<file path="src/design/ipsp_pkg.sv">
// Shared constants and types of the instruction-pointer stride prefetcher.
package ipsp_pkg;

  localparam int TRACKER_ENTRIES  = 24;
  localparam int PREFETCH_COUNT   = 3;
  localparam int LINE_OFFSET_BITS = 6;
  localparam int PAGE_OFFSET_BITS = 12;
  localparam int ADDRESS_BITS     = 48;

  localparam int TAG_W  = 8;
  localparam int OCC_W  = 7;
  localparam int MSHR_W = 7;

  localparam logic [MSHR_W-1:0] MSHR_RESET = MSHR_W'(16);

  // Commands broadcast from the controller to every tracker cell.
  typedef struct packed {
    logic alloc;
    logic train;
    logic promote;
  } cell_ctl_t;

  // Priority information rippled from one tracker cell to the next.
  typedef struct packed {
    logic hit_seen;
    logic victim_seen;
  } chain_t;

endpackage

</file>
<file path="src/design/ipsp_pf_if.sv">
// Prefetch request channel of the stride prefetcher.
interface ipsp_pf_if #(
  parameter int ADDR_W = ipsp_pkg::ADDRESS_BITS
);
  logic              valid;
  logic              ready;
  logic [ADDR_W-1:0] prefetch_address;
  logic              fill_near;
  logic              last_of_run;

  modport source (
    output valid, prefetch_address, fill_near, last_of_run,
    input  ready
  );
  modport sink (
    input  valid, prefetch_address, fill_near, last_of_run,
    output ready
  );
endinterface

</file>
<file path="src/design/ipsp_issue.sv">
// Prefetch run generator: steps along the stride within the page and drives the output register.
module ipsp_issue #(
  parameter int ADDR_W           = ipsp_pkg::ADDRESS_BITS,
  parameter int LINE_OFFSET_BITS = ipsp_pkg::LINE_OFFSET_BITS,
  parameter int PAGE_LINE_BITS   = ipsp_pkg::PAGE_OFFSET_BITS - ipsp_pkg::LINE_OFFSET_BITS,
  parameter int PREFETCH_COUNT   = ipsp_pkg::PREFETCH_COUNT
) (
  input  logic                                 clk,
  input  logic                                 rst,
  input  logic                                 start,
  input  logic                                 neg,
  input  logic [PAGE_LINE_BITS-1:0]            mag,
  input  logic [ADDR_W-LINE_OFFSET_BITS-1:0]   line,
  input  logic                                 near,
  output logic                                 busy,
  ipsp_pf_if.source                            pf
);

  localparam int LINE_W = ADDR_W - LINE_OFFSET_BITS;
  localparam int BASE_W = LINE_W - PAGE_LINE_BITS;
  localparam int ACC_W  = PAGE_LINE_BITS + 2;
  localparam int K_W    = $clog2(PREFETCH_COUNT + 1);
  localparam logic [K_W-1:0] K_LAST = K_W'(PREFETCH_COUNT);

  logic                      running;
  logic                      neg_q;
  logic [PAGE_LINE_BITS-1:0] mag_q;
  logic [BASE_W-1:0]         base_q;
  logic                      near_q;
  logic [ACC_W-1:0]          acc;
  logic [K_W-1:0]            k;

  logic                      out_valid;
  logic [ADDR_W-1:0]         out_address;
  logic                      out_near;
  logic                      out_last;

  logic [ACC_W-1:0] mag_ext;
  logic [ACC_W-1:0] off_ext;
  logic [ACC_W-1:0] first;
  logic [ACC_W-1:0] acc_next;
  logic             acc_ok;
  logic             next_ok;
  logic             last;
  logic             can_load;
  logic             emit;

  always_comb begin
    mag_ext  = {2'b00, mag_q};
    off_ext  = {2'b00, line[PAGE_LINE_BITS-1:0]};
    first    = neg ? (off_ext - {2'b00, mag}) : (off_ext + {2'b00, mag});
    acc_next = neg_q ? (acc - mag_ext) : (acc + mag_ext);
    acc_ok   = (acc[ACC_W-1:PAGE_LINE_BITS] == 2'b00);
    next_ok  = (acc_next[ACC_W-1:PAGE_LINE_BITS] == 2'b00);
    last     = (k == K_LAST) || !next_ok;
    can_load = !out_valid || pf.ready;
    emit     = running && acc_ok && can_load;
  end

  always_ff @(posedge clk) begin
    if (rst) begin
      running   <= 1'b0;
      out_valid <= 1'b0;
    end else begin
      if (start) begin
        running <= 1'b1;
      end else if (running && (!acc_ok || (emit && last))) begin
        running <= 1'b0;
      end
      if (emit) begin
        out_valid <= 1'b1;
      end else if (pf.ready) begin
        out_valid <= 1'b0;
      end
    end
  end

  always_ff @(posedge clk) begin
    if (start) begin
      neg_q  <= neg;
      mag_q  <= mag;
      base_q <= line[LINE_W-1:PAGE_LINE_BITS];
      near_q <= near;
      acc    <= first;
      k      <= K_W'(1);
    end else if (emit) begin
      acc <= acc_next;
      k   <= k + K_W'(1);
    end
    if (emit) begin
      out_address <= {base_q, acc[PAGE_LINE_BITS-1:0], {LINE_OFFSET_BITS{1'b0}}};
      out_near    <= near_q;
      out_last    <= last;
    end
  end

  assign busy                = running;
  assign pf.valid            = out_valid;
  assign pf.prefetch_address = out_address;
  assign pf.fill_near        = out_near;
  assign pf.last_of_run      = out_last;

endmodule

</file>
<file path="src/flat_wrapper.sv">
// flat-port wrapper written by rule: the top's interface ports become plain ports
module ipsp_issue_flat 
#(
  parameter int ADDR_W           = ipsp_pkg::ADDRESS_BITS,
  parameter int LINE_OFFSET_BITS = ipsp_pkg::LINE_OFFSET_BITS,
  parameter int PAGE_LINE_BITS   = ipsp_pkg::PAGE_OFFSET_BITS - ipsp_pkg::LINE_OFFSET_BITS,
  parameter int PREFETCH_COUNT   = ipsp_pkg::PREFETCH_COUNT
)
  (clk, rst, start, neg, mag, line, near, busy, pf_valid, pf_prefetch_address, pf_fill_near, pf_last_of_run, pf_ready);
  ipsp_pf_if #(.ADDR_W(ADDR_W)) pf_i ();
  input  logic clk;
  input  logic rst;
  input  logic start;
  input  logic neg;
  input  logic [PAGE_LINE_BITS-1:0] mag;
  input  logic [ADDR_W-LINE_OFFSET_BITS-1:0] line;
  input  logic near;
  output logic busy;
  output wire logic [$bits(pf_i.valid)-1:0] pf_valid;
  output wire logic [$bits(pf_i.prefetch_address)-1:0] pf_prefetch_address;
  output wire logic [$bits(pf_i.fill_near)-1:0] pf_fill_near;
  output wire logic [$bits(pf_i.last_of_run)-1:0] pf_last_of_run;
  input wire logic [$bits(pf_i.ready)-1:0] pf_ready;
  assign pf_valid = pf_i.valid;
  assign pf_prefetch_address = pf_i.prefetch_address;
  assign pf_fill_near = pf_i.fill_near;
  assign pf_last_of_run = pf_i.last_of_run;
  assign pf_i.ready = pf_ready;
  ipsp_issue #(.ADDR_W(ADDR_W), .LINE_OFFSET_BITS(LINE_OFFSET_BITS), .PAGE_LINE_BITS(PAGE_LINE_BITS), .PREFETCH_COUNT(PREFETCH_COUNT)) u_core (.clk(clk), .rst(rst), .start(start), .neg(neg), .mag(mag), .line(line), .near(near), .busy(busy), .pf(pf_i));
endmodule
</file>
<file path="config.mk">
export PLATFORM = sky130hd
export DESIGN_NAME = ipsp_issue_flat
export DESIGN_NICKNAME = d
export VERILOG_FILES = /design/src/design/ipsp_pkg.sv /design/src/design/ipsp_pf_if.sv /design/src/design/ipsp_issue.sv /design/src/flat_wrapper.sv
export SDC_FILE = /design/constraint.sdc
export NUM_CORES = 1
export LEC_CHECK = 0
export ABC_AREA = 1
export ABC_CLOCK_PERIOD_IN_PS = 2900
export BUFFER_PORTS_ARGS = -buffer_cell sky130_fd_sc_hd__buf_4
export CAP_MARGIN = 5
export CORE_UTILIZATION = 30
export CTS_BUF_LIST = sky130_fd_sc_hd__clkbuf_8 sky130_fd_sc_hd__clkbuf_16
export DETAILED_ROUTE_END_ITERATION = 7
export GPL_ROUTABILITY_DRIVEN = 0
export PLACE_DENSITY = 0.6
export SKIP_CTS_REPAIR_TIMING = 1
export SLEW_MARGIN = 15
export SYNTH_ARGS = -nofsm -noshare
export SYNTH_HDL_FRONTEND = slang
export SYNTH_SLANG_ARGS = --single-unit
</file>
<file path="constraint.sdc">
create_clock -name clk -period 2.9 [get_ports clk]
set_input_delay 0.435 -clock clk [delete_from_list [all_inputs] [get_ports clk]]
set_output_delay 0.435 -clock clk [all_outputs]
set_load 0.05 [all_outputs]
</file>
Word level (Yosys, flattened, before mapping):

Cells that the tools add are included.

* add/subtract/negate cells: 5
* equal/unequal tests: 1
* multiplexer cells: 8
* reduce and logical (&&, ||, !) cells: 15

Operator list (number)
* two-way mux 8 bit: 4
* adder 8 x 6 -> 8 bit: 1
* subtractor 8 x 6 -> 8 bit: 1
* adder 6 x 6 -> 7 bit: 1
* subtractor 6 x 6 -> 7 bit: 1
* nonzero test 2 bit: 3
* logical AND 1 bit: 4
* logical NOT 2 bit: 2
* two-way mux 1 bit: 4
* logical NOT 1 bit: 3
* logical OR 1 bit: 3
* adder 2 x 1 -> 2 bit (second input constant): 1
* == test 2 bit (second input constant): 1

* bits in registers: 100
* input bits: 54
* output and inout port bits: 52
* logic and storage cells: 40

Longest topological paths before layout:

* word-level depth: 10
* gate-level depth with buffers: 20
* depth with buffers taken out: 20

Worst setup path after synthesis:

No wires, ideal clock.

* path type: register to register
* start point: register u_core.running (netlist: u_core.busy)
* end point: register u_core.out_near (netlist: u_core.pf.fill_near) (enable)
* setup time: 399 ps
* data arrival time: 1853 ps
* required time: 2501 ps
* path slack: 648 ps
* stages on the path, launching flop included: 5
* path buffers: 0
* period minus slack after synthesis: 2252 ps
* cells stage by stage: dfxtp_1 -> nand2_1 -> nor2_1 -> nand2_1 -> inv_1

* cells in the longest elaborated chain, start to end: 2

Ends and longest elaborated chain
* start, declared: line ipsp_issue.sv:25 `logic running;`
* start signal, assigned: line ipsp_issue.sv:62 `running <= 1'b0;`
* start signal, assigned: line ipsp_issue.sv:66 `running <= 1'b1;`
* start signal, assigned: line ipsp_issue.sv:68 `running <= 1'b0;`
* logical AND 1 bit (2 in series): line ipsp_issue.sv:57 `emit = running && acc_ok && can_load;`
* via u_core.emit: line ipsp_issue.sv:46 `logic emit;`
* end signal, assigned: line ipsp_issue.sv:92 `out_near <= near_q;`
* end, declared: line ipsp_issue.sv:35 `logic out_near;`

The timed path passes the listed nets, and every way through them passes these cells.
A chain may end at the register's enable or synchronous reset.

Final worst setup path:

* start point: register u_core.mag_q[0]
* end point: register u_core.acc[7] (data pin)

* cells in the longest elaborated chain, start to end: 4
* elaborated cells between the ends (all ways): 5
* classes of those cells: 2 x add/sub; 3 x mux

Ends and longest elaborated chain
* start, declared: line ipsp_issue.sv:27 `logic [PAGE_LINE_BITS-1:0] mag_q;`
* start signal, assigned: line ipsp_issue.sv:81 `mag_q <= mag;`
* adder 8 x 6 -> 8 bit or subtractor 8 x 6 -> 8 bit (tied branches): line ipsp_issue.sv:52 `acc_next = neg_q ? (acc - mag_ext) : (acc + mag_ext);`
* two-way mux 8 bit (*): line ipsp_issue.sv:52
* two-way mux 8 bit (*): line ipsp_issue.sv:86 `end else if (emit) begin`
* two-way mux 8 bit (*): line ipsp_issue.sv:79 `if (start) begin`
* end signal, assigned: line ipsp_issue.sv:84 `acc <= first;`
* end signal, assigned: line ipsp_issue.sv:87 `acc <= acc_next;`
* end, declared: line ipsp_issue.sv:30 `logic [ACC_W-1:0] acc;`

Every way passes the cells marked *; elsewhere a longest branch is shown, timed or not. The select of a mux whose other input is x is not followed.

==> flow_metrics.env <==
export IMPL_seq_power_share=0.484
export IMPL_gr_max_usage_layer="met2"
export IMPL_cp_num_buf_inv=5
export IMPL_hold_class="in2reg"
export IMPL_synthTopCellsByCount="edfxtp_1, nand2_1, inv_1"
export IMPL_crit_path_cell_trace="inv_1 > ha_1 > inv_1 > nor2_1 > inv_1 > o21ai_0 > xnor2_1 > inv_1 > ha_1 > nand2_1 > nand2_1 > a21oi_2 > nand2_2 > inv_2 > nand2_2 > nand2_2 > o21ai_0"
export IMPL_max_freq_mhz=395.8
export IMPL_synth_xor_area_frac=0.008406
export IMPL_dpl_hpwl_mm=5.850
export IMPL_ys_seq_elements=100
export IMPL_antenna_found_initial=0
export IMPL_final_layout_size_suffix_gt1_frac=0.3317
export IMPL_slew_viol_final=0
export IMPL_max_cap_violations=0
export IMPL_power_mw=3.665
export IMPL_sw_frac_of_total=0.2762
export IMPL_grt_ovfl_total=0
export IMPL_grt_met1_usage=0.1577
export IMPL_powerDensity_nw_per_um2=676.1
export IMPL_setup_viol_count_final=0
export IMPL_irDropWorstVdd_mv=0.3391
export IMPL_p_int_mw=2.653
export IMPL_pre_cts_ws_ns=0.4160
export IMPL_synth_distinct_cells=37
export IMPL_clkLatencyLatePin_ns=0.34
export IMPL_clockBufferDepth=2
export IMPL_syn_inst=300
export IMPL_met2_usage=0.1781
export IMPL_rows=42
export IMPL_final_area_um2=5421
export IMPL_cp_slowest_stage_delay_ns=0.40
export IMPL_r2r_end="u_core.acc[7]$_DFFE_PP_"
export IMPL_r2r_start="u_core.mag_q[0]$_DFFE_PP_"
export IMPL_n_antenna_cell=0
export IMPL_die_x_um=119.9
export IMPL_hold_viol=0
export IMPL_worstPathArrival_ns=2.60
export IMPL_syn_to_final_growth_pct=30.08
export IMPL_synth_top_family_by_area="simple AND/OR/NAND/NOR gates"
export IMPL_ant_nets=0
export IMPL_met3_usage=0.02091
export IMPL_yosysSeqAreaShare=0.7109
export IMPL_synth_top_area_frac=0.6917
export IMPL_synth_area_top_cells="edfxtp_1, ha_1, nand2_1, inv_1, a21oi_1"
export IMPL_io_buffers=99
export IMPL_synth_flop_cell="edfxtp_1"
export IMPL_drt_iter0_markers=211
export IMPL_grt_pass1_vias=2577
export IMPL_h_tree_depth=3
export IMPL_synthSimpleGateAreaFrac=0.09006
export IMPL_tritoncts="done"
export IMPL_crit_family="adder cells"
export IMPL_final_setup_skew_ns=0.007299
export IMPL_period_needed_ns=2.527
export IMPL_avgSynthCellArea_um2=13.89
export IMPL_p_leak_nw=2.234
export IMPL_cp_end_kind="flop"
export IMPL_path_clk_slew_ns=0.07
export IMPL_crit_type="reg2reg"
export IMPL_cpMostUsedCell="inv_1"
export IMPL_drcViolationCount=0
export IMPL_synth_edf_count=96
export IMPL_cts_num_sinks=100
export IMPL_period_share=0.8713
export IMPL_p_clk_frac=0.325
export IMPL_p_comb_frac=0.191
export IMPL_rsz0062_at_grt="false"
export IMPL_crit_fanout=4
export IMPL_fin_nets=489
export IMPL_num_vias=2582
export IMPL_hold_depth=2
export IMPL_synth_compound_area_frac=0.06485
export IMPL_drt_pass1_iterations=5
export IMPL_setup_ws_ns=0.3733
export IMPL_status="completed"
export IMPL_holdPathEnd="u_core.busy$_SDFFE_PP0P_"
export IMPL_routedWlPerCell_um=13.24
export IMPL_vias_per_cell=4.361
export IMPL_grt_total_usage=0.1177
export IMPL_synth_most_common_cell="edfxtp_1"
export IMPL_start_util=0.3110
export IMPL_tns_ns=0
export IMPL_grt_pass1_wl_mm=12.80
export IMPL_synth_largest_area_cell="edfxtp_1"
export IMPL_ff2ff_setup_slack_ns=0.37
export IMPL_worst_path_max_delay_cell="edfxtp_1"
export IMPL_hp_start="rst"
export IMPL_core_um2=13400
export IMPL_synth_area_um2=4168
export IMPL_grt_start_max_net_pins=32
export IMPL_wl_mm=7.840
export IMPL_muxShareOfSynthArea=0.002402
export IMPL_p_switching_mw=1.012
export IMPL_async_flop_share=0
export IMPL_dpl_cell_area_um2=5124
export IMPL_start_kind="flop"
export IMPL_synth_fa_ha_area_frac=0.07745
export IMPL_stdcell_count=592
export IMPL_clock_root_buffer="clkbuf_16"
export IMPL_synth_warnings=0
export IMPL_die_h_um=119.9
export IMPL_cts_buffers_inserted=9
export IMPL_dp_cells=576
export IMPL_cp_required_ns=2.97
export IMPL_r2r_worst_path_cells=17
export IMPL_io_pins=106
export IMPL_die_area_um2=14370
cell type report:
class / count / area [um2]
clock inverter: 7 / 72.57
fill: 1264 / 7979
multi-input combinational: 161 / 1036
clock buffer: 9 / 225.2
inverter: 37 / 138.9
sequential: 100 / 2963
tap: 176 / 220.2
timing repair buffer: 102 / 765.7
sequential cells by signal (all words and copies together), names as in the netlist, 2 cells and up:
signal	cells
u_core.base_q	36
u_core.mag_q	6
u_core.pf.prefetch_address	42
u_core.acc	8
u_core.k	2
cells by family after synthesis:
family	count (synthesis)
simple gates	81
other cells	1
mux	1
flops	100
xor+xnor	4
buf+inv	44
compound gates	45
fa+ha+maj	24
worst max path at each step:
stage | startpoint | end | depth (start not counted)
CTS | u_core.mag_q[0]$_DFFE_PP_ | u_core.acc[7]$_DFFE_PP_ | 17
floorplan | u_core.busy$_SDFFE_PP0P_ | u_core.pf.fill_near$_DFFE_PP_ | 4
detailed placement | u_core.mag_q[0]$_DFFE_PP_ | u_core.acc[7]$_DFFE_PP_ | 17
global placement | u_core.mag_q[0]$_DFFE_PP_ | u_core.acc[7]$_DFFE_PP_ | 17
finish | u_core.mag_q[0]$_DFFE_PP_ | u_core.acc[7]$_DFFE_PP_ | 17
global route | u_core.mag_q[0]$_DFFE_PP_ | u_core.busy$_SDFFE_PP0P_ | 20
stage by stage:
step / hold slack, ns / util
floorplan: 0.4003 / -
global placement: 0.4003 / 0.3824
detailed placement: 0.4045 / 0.3824
CTS: 0.2328 / 0.4046
global route: 0.2431 / 0.4046
finish: 0.2524 / 0.4046
power groups by stage:
stage / Clock, mW / Sequential (mW) / Combinational (mW)
3_5_place_dp: 0 / 1.81 / 0.698
6_report: 1.19 / 1.77 / 0.701
3_3_place_gp: 0 / 1.80 / 0.688
2_1_floorplan: 0 / 1.91 / 0.377
4_1_cts: 1.23 / 1.78 / 0.701
5_1_grt: 1.29 / 1.79 / 0.774
layout by cell type, fill, tap and decap left out, drive strengths merged, types with 2 or more instances in the layout:
cell type | synthesis | layout
a21oi | 18 | 18
buf | 6 | 102
clkbuf | 1 | 9
clkinv | 0 | 2
conb | 1 | 6
dfxtp | 4 | 4
edfxtp | 96 | 96
fa | 3 | 3
ha | 21 | 21
inv | 37 | 40
nand2 | 55 | 55
nand3 | 8 | 8
nor2 | 13 | 13
nor3 | 3 | 3
o21ai | 15 | 15
o31ai | 2 | 2
xor2 | 3 | 3
metal layers:
layer	share of wire	up-vias
met5	0	-
met4	0.018	0
met3	0.054	14
met2	0.43	111
met1	0.49	1187
li1	-	1270
Note: power is estimated with default switching activity, not from simulation.
