## src/design/ipsp_pkg.sv

```systemverilog
// Shared constants and types of the instruction-pointer stride prefetcher.
package ipsp_pkg;

  localparam int TRACKER_ENTRIES  = 24;
  localparam int PREFETCH_COUNT   = 3;
  localparam int LINE_OFFSET_BITS = 6;
  localparam int PAGE_OFFSET_BITS = 12;
  localparam int ADDRESS_BITS     = 48;

  localparam int TAG_W  = 8;
  localparam int OCC_W  = 7;
  localparam int MSHR_W = 7;

  localparam logic [MSHR_W-1:0] MSHR_RESET = MSHR_W'(16);

  // Commands broadcast from the controller to every tracker cell.
  typedef struct packed {
    logic alloc;
    logic train;
    logic promote;
  } cell_ctl_t;

  // Priority information rippled from one tracker cell to the next.
  typedef struct packed {
    logic hit_seen;
    logic victim_seen;
  } chain_t;

endpackage

```

## src/design/ipsp_cell.sv

```systemverilog
// One tracker cell: tag, last line, last stride and recency rank of one entry.
module ipsp_cell #(
  parameter int LINE_W    = ipsp_pkg::ADDRESS_BITS - ipsp_pkg::LINE_OFFSET_BITS,
  parameter int RANK_W    = 5,
  parameter int LAST_RANK = 23,
  parameter int INDEX     = 0
) (
  input  logic                       clk,
  input  logic                       rst,
  input  ipsp_pkg::cell_ctl_t        ctl,
  input  logic                       pick,
  input  logic [ipsp_pkg::TAG_W-1:0] tag_in,
  input  logic [LINE_W-1:0]          line_in,
  input  logic [LINE_W:0]            stride_in,
  input  logic [RANK_W-1:0]          rank_ref,
  input  ipsp_pkg::chain_t           chain_in,
  output ipsp_pkg::chain_t           chain_out,
  output logic                       sel,
  output logic                       vic,
  output logic [LINE_W-1:0]          line,
  output logic [LINE_W:0]            stride,
  output logic [RANK_W-1:0]          rank
);

  logic [ipsp_pkg::TAG_W-1:0] tag;
  logic                       match;
  logic                       oldest;

  assign match  = (tag == tag_in);
  assign oldest = (rank == RANK_W'(LAST_RANK));

  assign sel                   = match & ~chain_in.hit_seen;
  assign vic                   = oldest & ~chain_in.victim_seen;
  assign chain_out.hit_seen    = chain_in.hit_seen | match;
  assign chain_out.victim_seen = chain_in.victim_seen | oldest;

  always_ff @(posedge clk) begin
    if (rst) begin
      tag    <= '0;
      line   <= '0;
      stride <= '0;
      rank   <= RANK_W'(INDEX);
    end else begin
      if (pick && ctl.alloc) begin
        tag    <= tag_in;
        line   <= line_in;
        stride <= '0;
      end else if (pick && ctl.train) begin
        line   <= line_in;
        stride <= stride_in;
      end
      if (ctl.promote) begin
        if (pick) begin
          rank <= '0;
        end else if (rank < rank_ref) begin
          rank <= rank + RANK_W'(1);
        end
      end
    end
  end

endmodule

```

## config.mk

```make
export PLATFORM = sky130hd
export DESIGN_NAME = ipsp_cell
export DESIGN_NICKNAME = d
export VERILOG_FILES = /design/src/design/ipsp_pkg.sv /design/src/design/ipsp_cell.sv
export SDC_FILE = /design/constraint.sdc
export NUM_CORES = 1
export LEC_CHECK = 0
export BUFFER_PORTS_ARGS = -buffer_cell sky130_fd_sc_hd__buf_4
export CORE_MARGIN = 2
export CORE_UTILIZATION = 46
export CTS_BUF_LIST = sky130_fd_sc_hd__clkbuf_8
export CTS_CLUSTER_SIZE = 25
export DETAILED_ROUTE_END_ITERATION = 6
export PLACE_DENSITY = 0.82
export SYNTH_ARGS = -nofsm -noshare
export SYNTH_HDL_FRONTEND = slang
export SYNTH_SLANG_ARGS = --single-unit
```

## constraint.sdc

```tcl
create_clock -name clk -period 2.4 [get_ports clk]
set_clock_uncertainty 0.05 [all_clocks]
set_input_delay 0.24 -clock clk [delete_from_list [all_inputs] [get_ports clk]]
set_output_delay 0.24 -clock clk [all_outputs]
set_load 0.005 [all_outputs]
```

-- After elaboration in Yosys (flattened, before gate mapping)
Cells that the tools add are included.
- add/sub/neg operators: 1
- order comparisons: 1
- eq/ne operators: 2
- mux-type cells: 4
- bitwise gates (word level): 6
- reductions and logical operators: 6
- operator list (cell ; count):
    $mux W42 ; 2
    $mux W5 ; 2
    $eq A8 B8 Y1 ; 1
    $add A5 B1 Y5 const B ; 1
    $eq A5 B5 Y1 const B ; 1
    $lt A5 B5 Y1 ; 1
    $reduce_bool A2 Y1 ; 2
    $and A1 B1 Y1 ; 2
    $logic_and A1 B1 Y1 ; 2
    $not A1 Y1 ; 2
    $or A1 B1 Y1 ; 2
    $reduce_and A2 Y1 ; 1
    $reduce_or A2 Y1 ; 1
- register bits after elaboration: 98
- input bits: 106
- output and inout bits: 94

-- Logic depth before layout (Yosys ltp)
Gate-level depths: netlist of the first run.
- word-level depth: 3
- mapped depth: 7

-- Least setup slack after synthesis of the first run
OpenSTA, ideal clock, no wires.
- kind: flip-flop to flip-flop
- start: reg rank[2]
- end: reg rank[3]
- library setup time: 74 ps
- data arrival time: 1782 ps
- data required time: 2276 ps
- path slack: 494 ps
- cell stages (with the launch flop): 7
- period minus slack after synthesis: 1906 ps
- cells stage by stage: dfxtp_1 ha_1 a21oi_4 o21ai_2 a31o_1 or4_1 a31oi_1
- cells in the longest elaborated chain, start to end: 3
- elaborated cells between the ends (all ways): 6
- ends and longest elaborated chain (item ; RTL line ; RTL):
    from (decl) ; ipsp_cell.sv:22 ; output logic [RANK_W-1:0] rank
    from (signal assigned) ; ipsp_cell.sv:42 ; rank <= RANK_W'(INDEX);
    from (signal assigned) ; ipsp_cell.sv:56 ; rank <= rank + RANK_W'(1);
    $add A5 B1 Y5 / $lt A5 B5 Y1 (equally long branches) ; ipsp_cell.sv:56, ipsp_cell.sv:55 ;
    $mux W5 / $reduce_bool A2 Y1 (equally long branches) ; -- ;
    $mux W5 / $reduce_and A2 Y1 (equally long branches) ; -- ;
Several ways; a longest one is shown, not always the timed one. The select of a mux whose other input is x is not followed.
A chain may end at the register's enable or synchronous reset.

-- Worst setup path in the final report of the first run
Same ends and word-level chain as after synthesis.

==> results of run 1 <==
[worst max-delay path by stage]
stage | endpoint | cells after the start
floorplan | rank[3]$_SDFFE_PP0P_ | 6
global placement | rank[3]$_SDFFE_PP0P_ | 6
detailed placement | rank[3]$_SDFFE_PP0P_ | 6
CTS | rank[3]$_SDFFE_PP0P_ | 6
global route | rank[3]$_SDFFE_PP0P_ | 6
finish | rank[3]$_SDFFE_PP0P_ | 6
[sequential cells by signal, summed over array words and instances, names as in the netlist]
name    cells
line       42
rank        5
stride     43
tag         8
[cells by family after synthesis]
family / after synthesis / share of synthesized area
AOI/OAI and AO/OA: 109 / 0.156
buffers and inverters: 35 / 0.0370
xor gates and xnor gates: 8 / 0.0188
and+or+nand+nor: 220 / 0.243
DFF: 98 / 0.528
adders and majority gates: 5 / 0.0168
[cell type report]
| type | instances | share of cell area |
|---|---|---|
| inverter | 5 | 0.00343 |
| clock buffer | 9 | 0.0227 |
| multi-input combinational | 342 | 0.297 |
| timing repair buffer | 205 | 0.282 |
| sequential | 98 | 0.359 |
| clock inverter | 7 | 0.0131 |
| tap | 102 | 0.0234 |
[tightest hold or removal path, cell delays in order]
cell and delay (ps):
buf_4 110, nand2_1 40, a21oi_1 50
[cell usage in the layout, fill, tap and decap left out]
cell type   count
buf_4         205
nand2_1       191
dfxtp_1        98
a21oi_1        95
clkbuf_8        9
xor2_1          8
nand2b_1        7
inv_1           5
ha_1            5
a31oi_1         4
nor2_1          3
nand3_1         3
o21ai_0         3
nor4_1          2
nand4b_1        2
and2_1          2
or4_1           2
nor2b_1         2
a211o_1         2
nor4b_1         2
clkinvlp_4      2
inv_8           2
nor2_2          1
nor2b_2         1
a21oi_4         1
o21ai_2         1
a21o_1          1
a31o_1          1
and4b_1         1
a22oi_1         1
nor3b_1         1
inv_6           1
clkinv_8        1
clkinv_4        1
[where the power goes]
part           internal, mW  leakage (nW)  total [mW]  switching [mW]
Combinational         0.262          1.59       0.482           0.219
Sequential             1.70         0.802        1.74          0.0423
Clock                 0.406        0.0926        1.03           0.624
Total                  2.37          2.48        3.26           0.886
[per-layer routing]
layer,up-vias,global-route usage
li1,1921,-
met1,1741,0.246
met2,170,0.391
met3,21,0.0827
met4,0,0.0954
met5,-,0
==> impl_metrics.py, run 1 <==
metrics = {
    "setup_path": {
        "path_buf_inv": 0,
        "regToRegStartpoint": "rank[2]$_SDFFE_PP0P_",
        "worst-path-max-fanout": 8,
        "cp_top_family": "compound AO/OA/AOI/OAI gates",
        "worst-r2r-cell-count": 6,
        "reg2reg_slack_ps": 180,
        "critPathArrivalTime_ps": 2440,
        "path_cells": "ha_1, a21oi_4, o21ai_2, a31o_1, or4_1, a31oi_1",
        "critPathLaunch": "rank[2]$_SDFFE_PP0P_",
        "r2r-end": "rank[3]$_SDFFE_PP0P_",
        "endpoint_kind": "register",
        "crit_path_max_incr_delay_ps": 550,
        "cpMaxStageDelayCell": "or4_1",
        "required_ps": 2620,
        "critPathKind": "reg2reg",
        "startpoint_type": "register",
    },
    "route": {
        "top_layer_used": "met4",
        "drt_wl_total_um": 10300,
        "m1WireLength_um": 3920,
        "vias_per_cell": 5.02,
        "antenna_left": 0,
        "met3_length_um": 1010,
        "dr_wl_met2_um": 5110,
        "drc": 0,
        "drtIter0Drc": 197,
        "wl_per_cell_um": 13.4,
        "drtPass1Iterations": 4,
        "vias": 3853,
    },
    "logic_synthesis": {
        "synthTopCellsByArea": "dfxtp_1 53%, nand2_1 19%, a21oi_1 13%, clkbuf_1 2.3%, xor2_1 1.9%",
        "ys_ff_latch": 98,
        "synth_edf_count": 0,
        "synth_commonest_cells": "191 x nand2_1, 98 x dfxtp_1, 95 x a21oi_1",
        "synth.yosys.warnings": 0,
        "synthFlopType": "dfxtp_1",
        "yosysSeqAreaShare": 0.528,
        "synth_area_mm2": 0.00372,
        "synth.most_common_cell": "nand2_1",
        "synth.distinct_cells": 29,
        "synth_top_area_frac": 0.528,
        "synthCells": 475,
        "postSynth.asyncResetShare": 0,
        "avgSynthCellArea_um2": 7.83,
        "synth.net_count": 586,
        "yosysTopAreaCell": "dfxtp_1",
    },
    "placement": {
        "dp_cells": 752,
        "io_buffers": 199,
        "gp_congestion": 0.822,
        "hpwl_um": 7560,
        "placed_cell_area_mm2": 0.00527,
        "place_worst_setup_slack_ps": 311,
    },
    "layout": {
        "drive_gt1_frac": 0.338,
        "post-route-util": 0.703,
        "stdcell_area_mm2": 0.00546,
        "multiInputGateArea_mm2": 0.00162,
        "diodes": 0,
        "layout.cells.non_filler": 768,
        "area_growth_pct": 46.9,
        "seq_area_mm2": 0.00196,
        "nNetsFinal": 772,
        "n_fill_cell": 608,
    },
    "cts": {
        "ctsResizeCount": 0,
        "clock-sinks": 98,
        "cts_hold_buf": 0,
        "clk_pin_slew_ps": 100,
        "cts_tree": "yes",
        "cts_max_path_buffers": 2,
        "cts_root_buf": "clkbuf_8",
        "cts_buffers": 9,
        "htreeDepth": 3,
        "postCtsSetupBuffers": 0,
        "clock_latency_ps": 350,
    },
    "worst_hold_path": {
        "whs_endpoint": "stride[22]$_SDFFE_PP0P_",
        "hp-start": "stride_in[22]",
        "min_path_type": "in2reg",
        "hold_depth": 3,
    },
    "power": {
        "irDropWorstVdd_mv": 0.437,
        "p_per_area_mw_per_mm2": 596,
        "finalPower_mw": 3.26,
        "p_leak_nw": 2.48,
    },
    "floorplan": {
        "die_height_um": 93.9,
        "initial_core_util": 0.479,
        "core_area_mm2": 0.00777,
        "rows": 32,
        "ios": 200,
        "die_area_mm2": 0.00882,
        "die_w_um": 93.9,
    },
    "global_routing": {
        "grt_max_degree": 47,
        "grt_pass1_wl_um": 15800,
        "grt_pass1_vias": 3625,
        "overflow": 0,
        "grt_use_total": 0.225,
        "grt_antenna_before_repair": 0,
    },
    "timing": {
        "rsz0062_at_grt": "no",
        "period_needed_ps": 2220,
        "setup_viol": 0,
        "slew_violations": 0,
        "finalHoldViolCount": 0,
        "period_share": 0.924,
        "relSlewSlack": 0.689,
        "tightest_slew_ps": 464,
        "fmax_mhz": 451,
        "fin_ws_ps": 183,
        "fin_tns_setup_ps": 0,
        "hold_ws_ps": 67.5,
    },
    "status": {
        "status": "finished clean",
    },
    "run": {
        "drv_cap": 0,
    },
}
Power figures use the tool's default switching activity.
==> inputs of run 2 (changes only) <==
- ABC_CLOCK_PERIOD_IN_PS: default -> 2400
- BUFFER_PORTS_ARGS: -buffer_cell sky130_fd_sc_hd__buf_4 -> default
- CORE_UTILIZATION: 46 -> 65
- DONT_BUFFER_PORTS: default -> 1
- PLACE_DENSITY: 0.82 -> 0.81
==> run 2 against run 1 <==
Critical endpoint is now rank[1]$_SDFFE_PP0P_; final cell count decreased by 17%; register-to-register slack got worse by 30 ps; maximum frequency decreased by 1.2%; largest power group unchanged; clock-buffer cell count unchanged; setup slack got worse by 27 ps; sequential share of layout area rose by 4.0 points; largest cell class unchanged.
==> impl_metrics.py, run 2 (synthesis results as in run 1) <==
metrics = {
    "layout": {
        "area_growth_pct": 32.3,
        "nNetsFinal": 668,
        "multiInputGateArea_mm2": 0.00163,
        "drive_gt1_frac": 0.0463,
        "stdcell_area_mm2": 0.00492,
        "n_fill_cell": 262,
        "layout_common_cells": "191 x nand2_1, 98 x dfxtp_1, 95 x a21oi_1",
        "layout_commonest_cell": "nand2_1",
        "max_flop_register": "stride",
        "seq_area_mm2": 0.00196,
        "largest_reg_flops": 43,
        "reg.largest.list": "stride (43), line (42), tag (8)",
    },
    "cts": {
        "htreeDepth": 3,
        "cts_root_buf": "clkbuf_8",
        "cts_tree": "yes",
        "cts_buffers": 9,
        "postCtsSetupBuffers": 0,
        "clock_latency_ps": 350,
        "clk_pin_slew_ps": 90,
        "clock-sinks": 98,
        "cts_max_path_buffers": 2,
    },
    "setup_path": {
        "worst-path-max-fanout": 6,
        "required_ps": 2650,
        "startpoint_type": "register",
        "r2r-end": "rank[1]$_SDFFE_PP0P_",
        "crit_path_max_incr_delay_ps": 560,
        "critPathKind": "reg2reg",
        "cpMaxStageDelayCell": "dlygate4sd3_1",
        "critPathLaunch": "rank[4]$_SDFFE_PP0P_",
        "worst-r2r-cell-count": 6,
        "path_cells": "ha_1, a21o_1, a31oi_2, nand4b_1, a21oi_1, dlygate4sd3_1",
        "cp_top_family": "compound AO/OA/AOI/OAI gates",
        "worst-path-stages": 6,
        "reg2reg_slack_ps": 160,
        "path_buf_inv": 1,
        "endpoint": "rank[1]$_SDFFE_PP0P_",
        "regToRegStartpoint": "rank[4]$_SDFFE_PP0P_",
        "critPathArrivalTime_ps": 2490,
        "endpoint_kind": "register",
    },
    "run": {
        "drv_cap": 0,
    },
    "timing": {
        "hold_ws_ps": 48.6,
        "period_needed_ps": 2240,
        "fmax_mhz": 446,
        "rsz0062_at_grt": "no",
        "tightest_slew_ps": 445,
        "setup_viol": 0,
        "fin_tns_setup_ps": 0,
        "slew_violations": 0,
        "finalHoldViolCount": 0,
        "period_share": 0.935,
        "relSlewSlack": 0.703,
    },
    "route": {
        "wl_per_cell_um": 19.3,
        "drtIter0Drc": 241,
        "antenna_left": 0,
        "drt_wl_total_um": 12300,
        "drtPass1Iterations": 5,
        "vias_per_cell": 5.97,
        "vias": 3785,
        "drc": 0,
    },
    "worst_hold_path": {
        "min_path_type": "in2reg",
        "hp-start": "pick",
    },
    "floorplan": {
        "die_area_mm2": 0.00634,
        "core_area_mm2": 0.00551,
        "die_w_um": 79.6,
        "ios": 200,
        "die_height_um": 79.6,
        "initial_core_util": 0.675,
        "rows": 27,
    },
    "status": {
        "status": "finished clean",
    },
    "placement": {
        "placed_cell_area_mm2": 0.00374,
        "gp_congestion": 0.774,
        "io_buffers": 0,
        "hpwl_um": 6120,
    },
    "power": {
        "p_per_area_mw_per_mm2": 671,
        "p_leak_nw": 1.90,
        "finalPower_mw": 3.30,
        "irDropWorstVdd_mv": 0.458,
    },
    "global_routing": {
        "grt_pass1_vias": 3891,
        "grt_pass1_wl_um": 18700,
        "overflow": 0,
        "grt_use_total": 0.385,
        "grt_max_degree": 55,
        "grt_antenna_before_repair": 0,
    },
}
[run 2: changes by cell type in the layout (fill, tap and decap cells not counted)]
cell           previous run  this run
clkinvlp_4                2         0
clkinv_8                  1         0
inv_8                     2         0
bufinv_16                 0         2
a31oi_2                   0         1
inv_1                     5         6
dlygate4sd3_1             0        94
buf_4                   205         6
buf_12                    0         1
inv_6                     1         2
diode_2                   0         1
a31oi_1                   4         3
[run 2: layout make-up]
cell class	count	area share
flip-flops and latches	98	0.399
multi-input cells	342	0.331
repair buffers	101	0.204
clock buffers	9	0.0252
clock inverters	6	0.0183
well taps	72	0.0183
inverters	5	0.00381
diodes	1	0.000509
[run 2: worst min-delay path by stage]
stage                           end  slack [ps]  cells after the start
3_5_place_dp   rank[1]$_SDFFE_PP0P_         270                      1
6_report       rank[2]$_SDFFE_PP0P_          50                      2
4_1_cts        rank[3]$_SDFFE_PP0P_          20                      2
5_1_grt        rank[4]$_SDFFE_PP0P_          30                      2
3_3_place_gp   rank[1]$_SDFFE_PP0P_         260                      1
2_1_floorplan   tag[0]$_SDFFE_PP0P_         330                      2
[run 2: worst register-to-register path: cells and delay by family (launching register included)]
kind	cells	cell delay [ps]
fa+ha+maj	1	330
flops	1	450
buf+inv	1	560
compound gates	3	650
simple gates	1	150
[run 2: report_power, final]
part | switching (mW) | leakage [nW] | internal [mW]
clock network | 0.569 | 0.111 | 0.588
registers | 0.0669 | 0.802 | 1.70
logic | 0.197 | 0.989 | 0.179
[run 2: what timing repair did]
item | CTS | global route
resized for setup | 0 | 1
setup endpoints to repair | 0 | 1
endpoints found under the hold margin | 97 | 0
hold buffers | 95 | 0
[run 2: per-layer routing]
metal  GRT usage  routed length, um  vias up
li1            -                  -     1704
met1       0.383               4170     1762
met2       0.704               6370      266
met3       0.126               1180       53
met4       0.200                532        0
met5           0                  0        -
[run 2: stage by stage]
step	setup WS [ps]	std cells	util
after global routing	28.2	633	0.893
final	157	634	0.894
after global placement	549	523	0.679
after CTS	142	633	0.892
after floorplan	494	475	-
after detailed placement	424	523	0.679
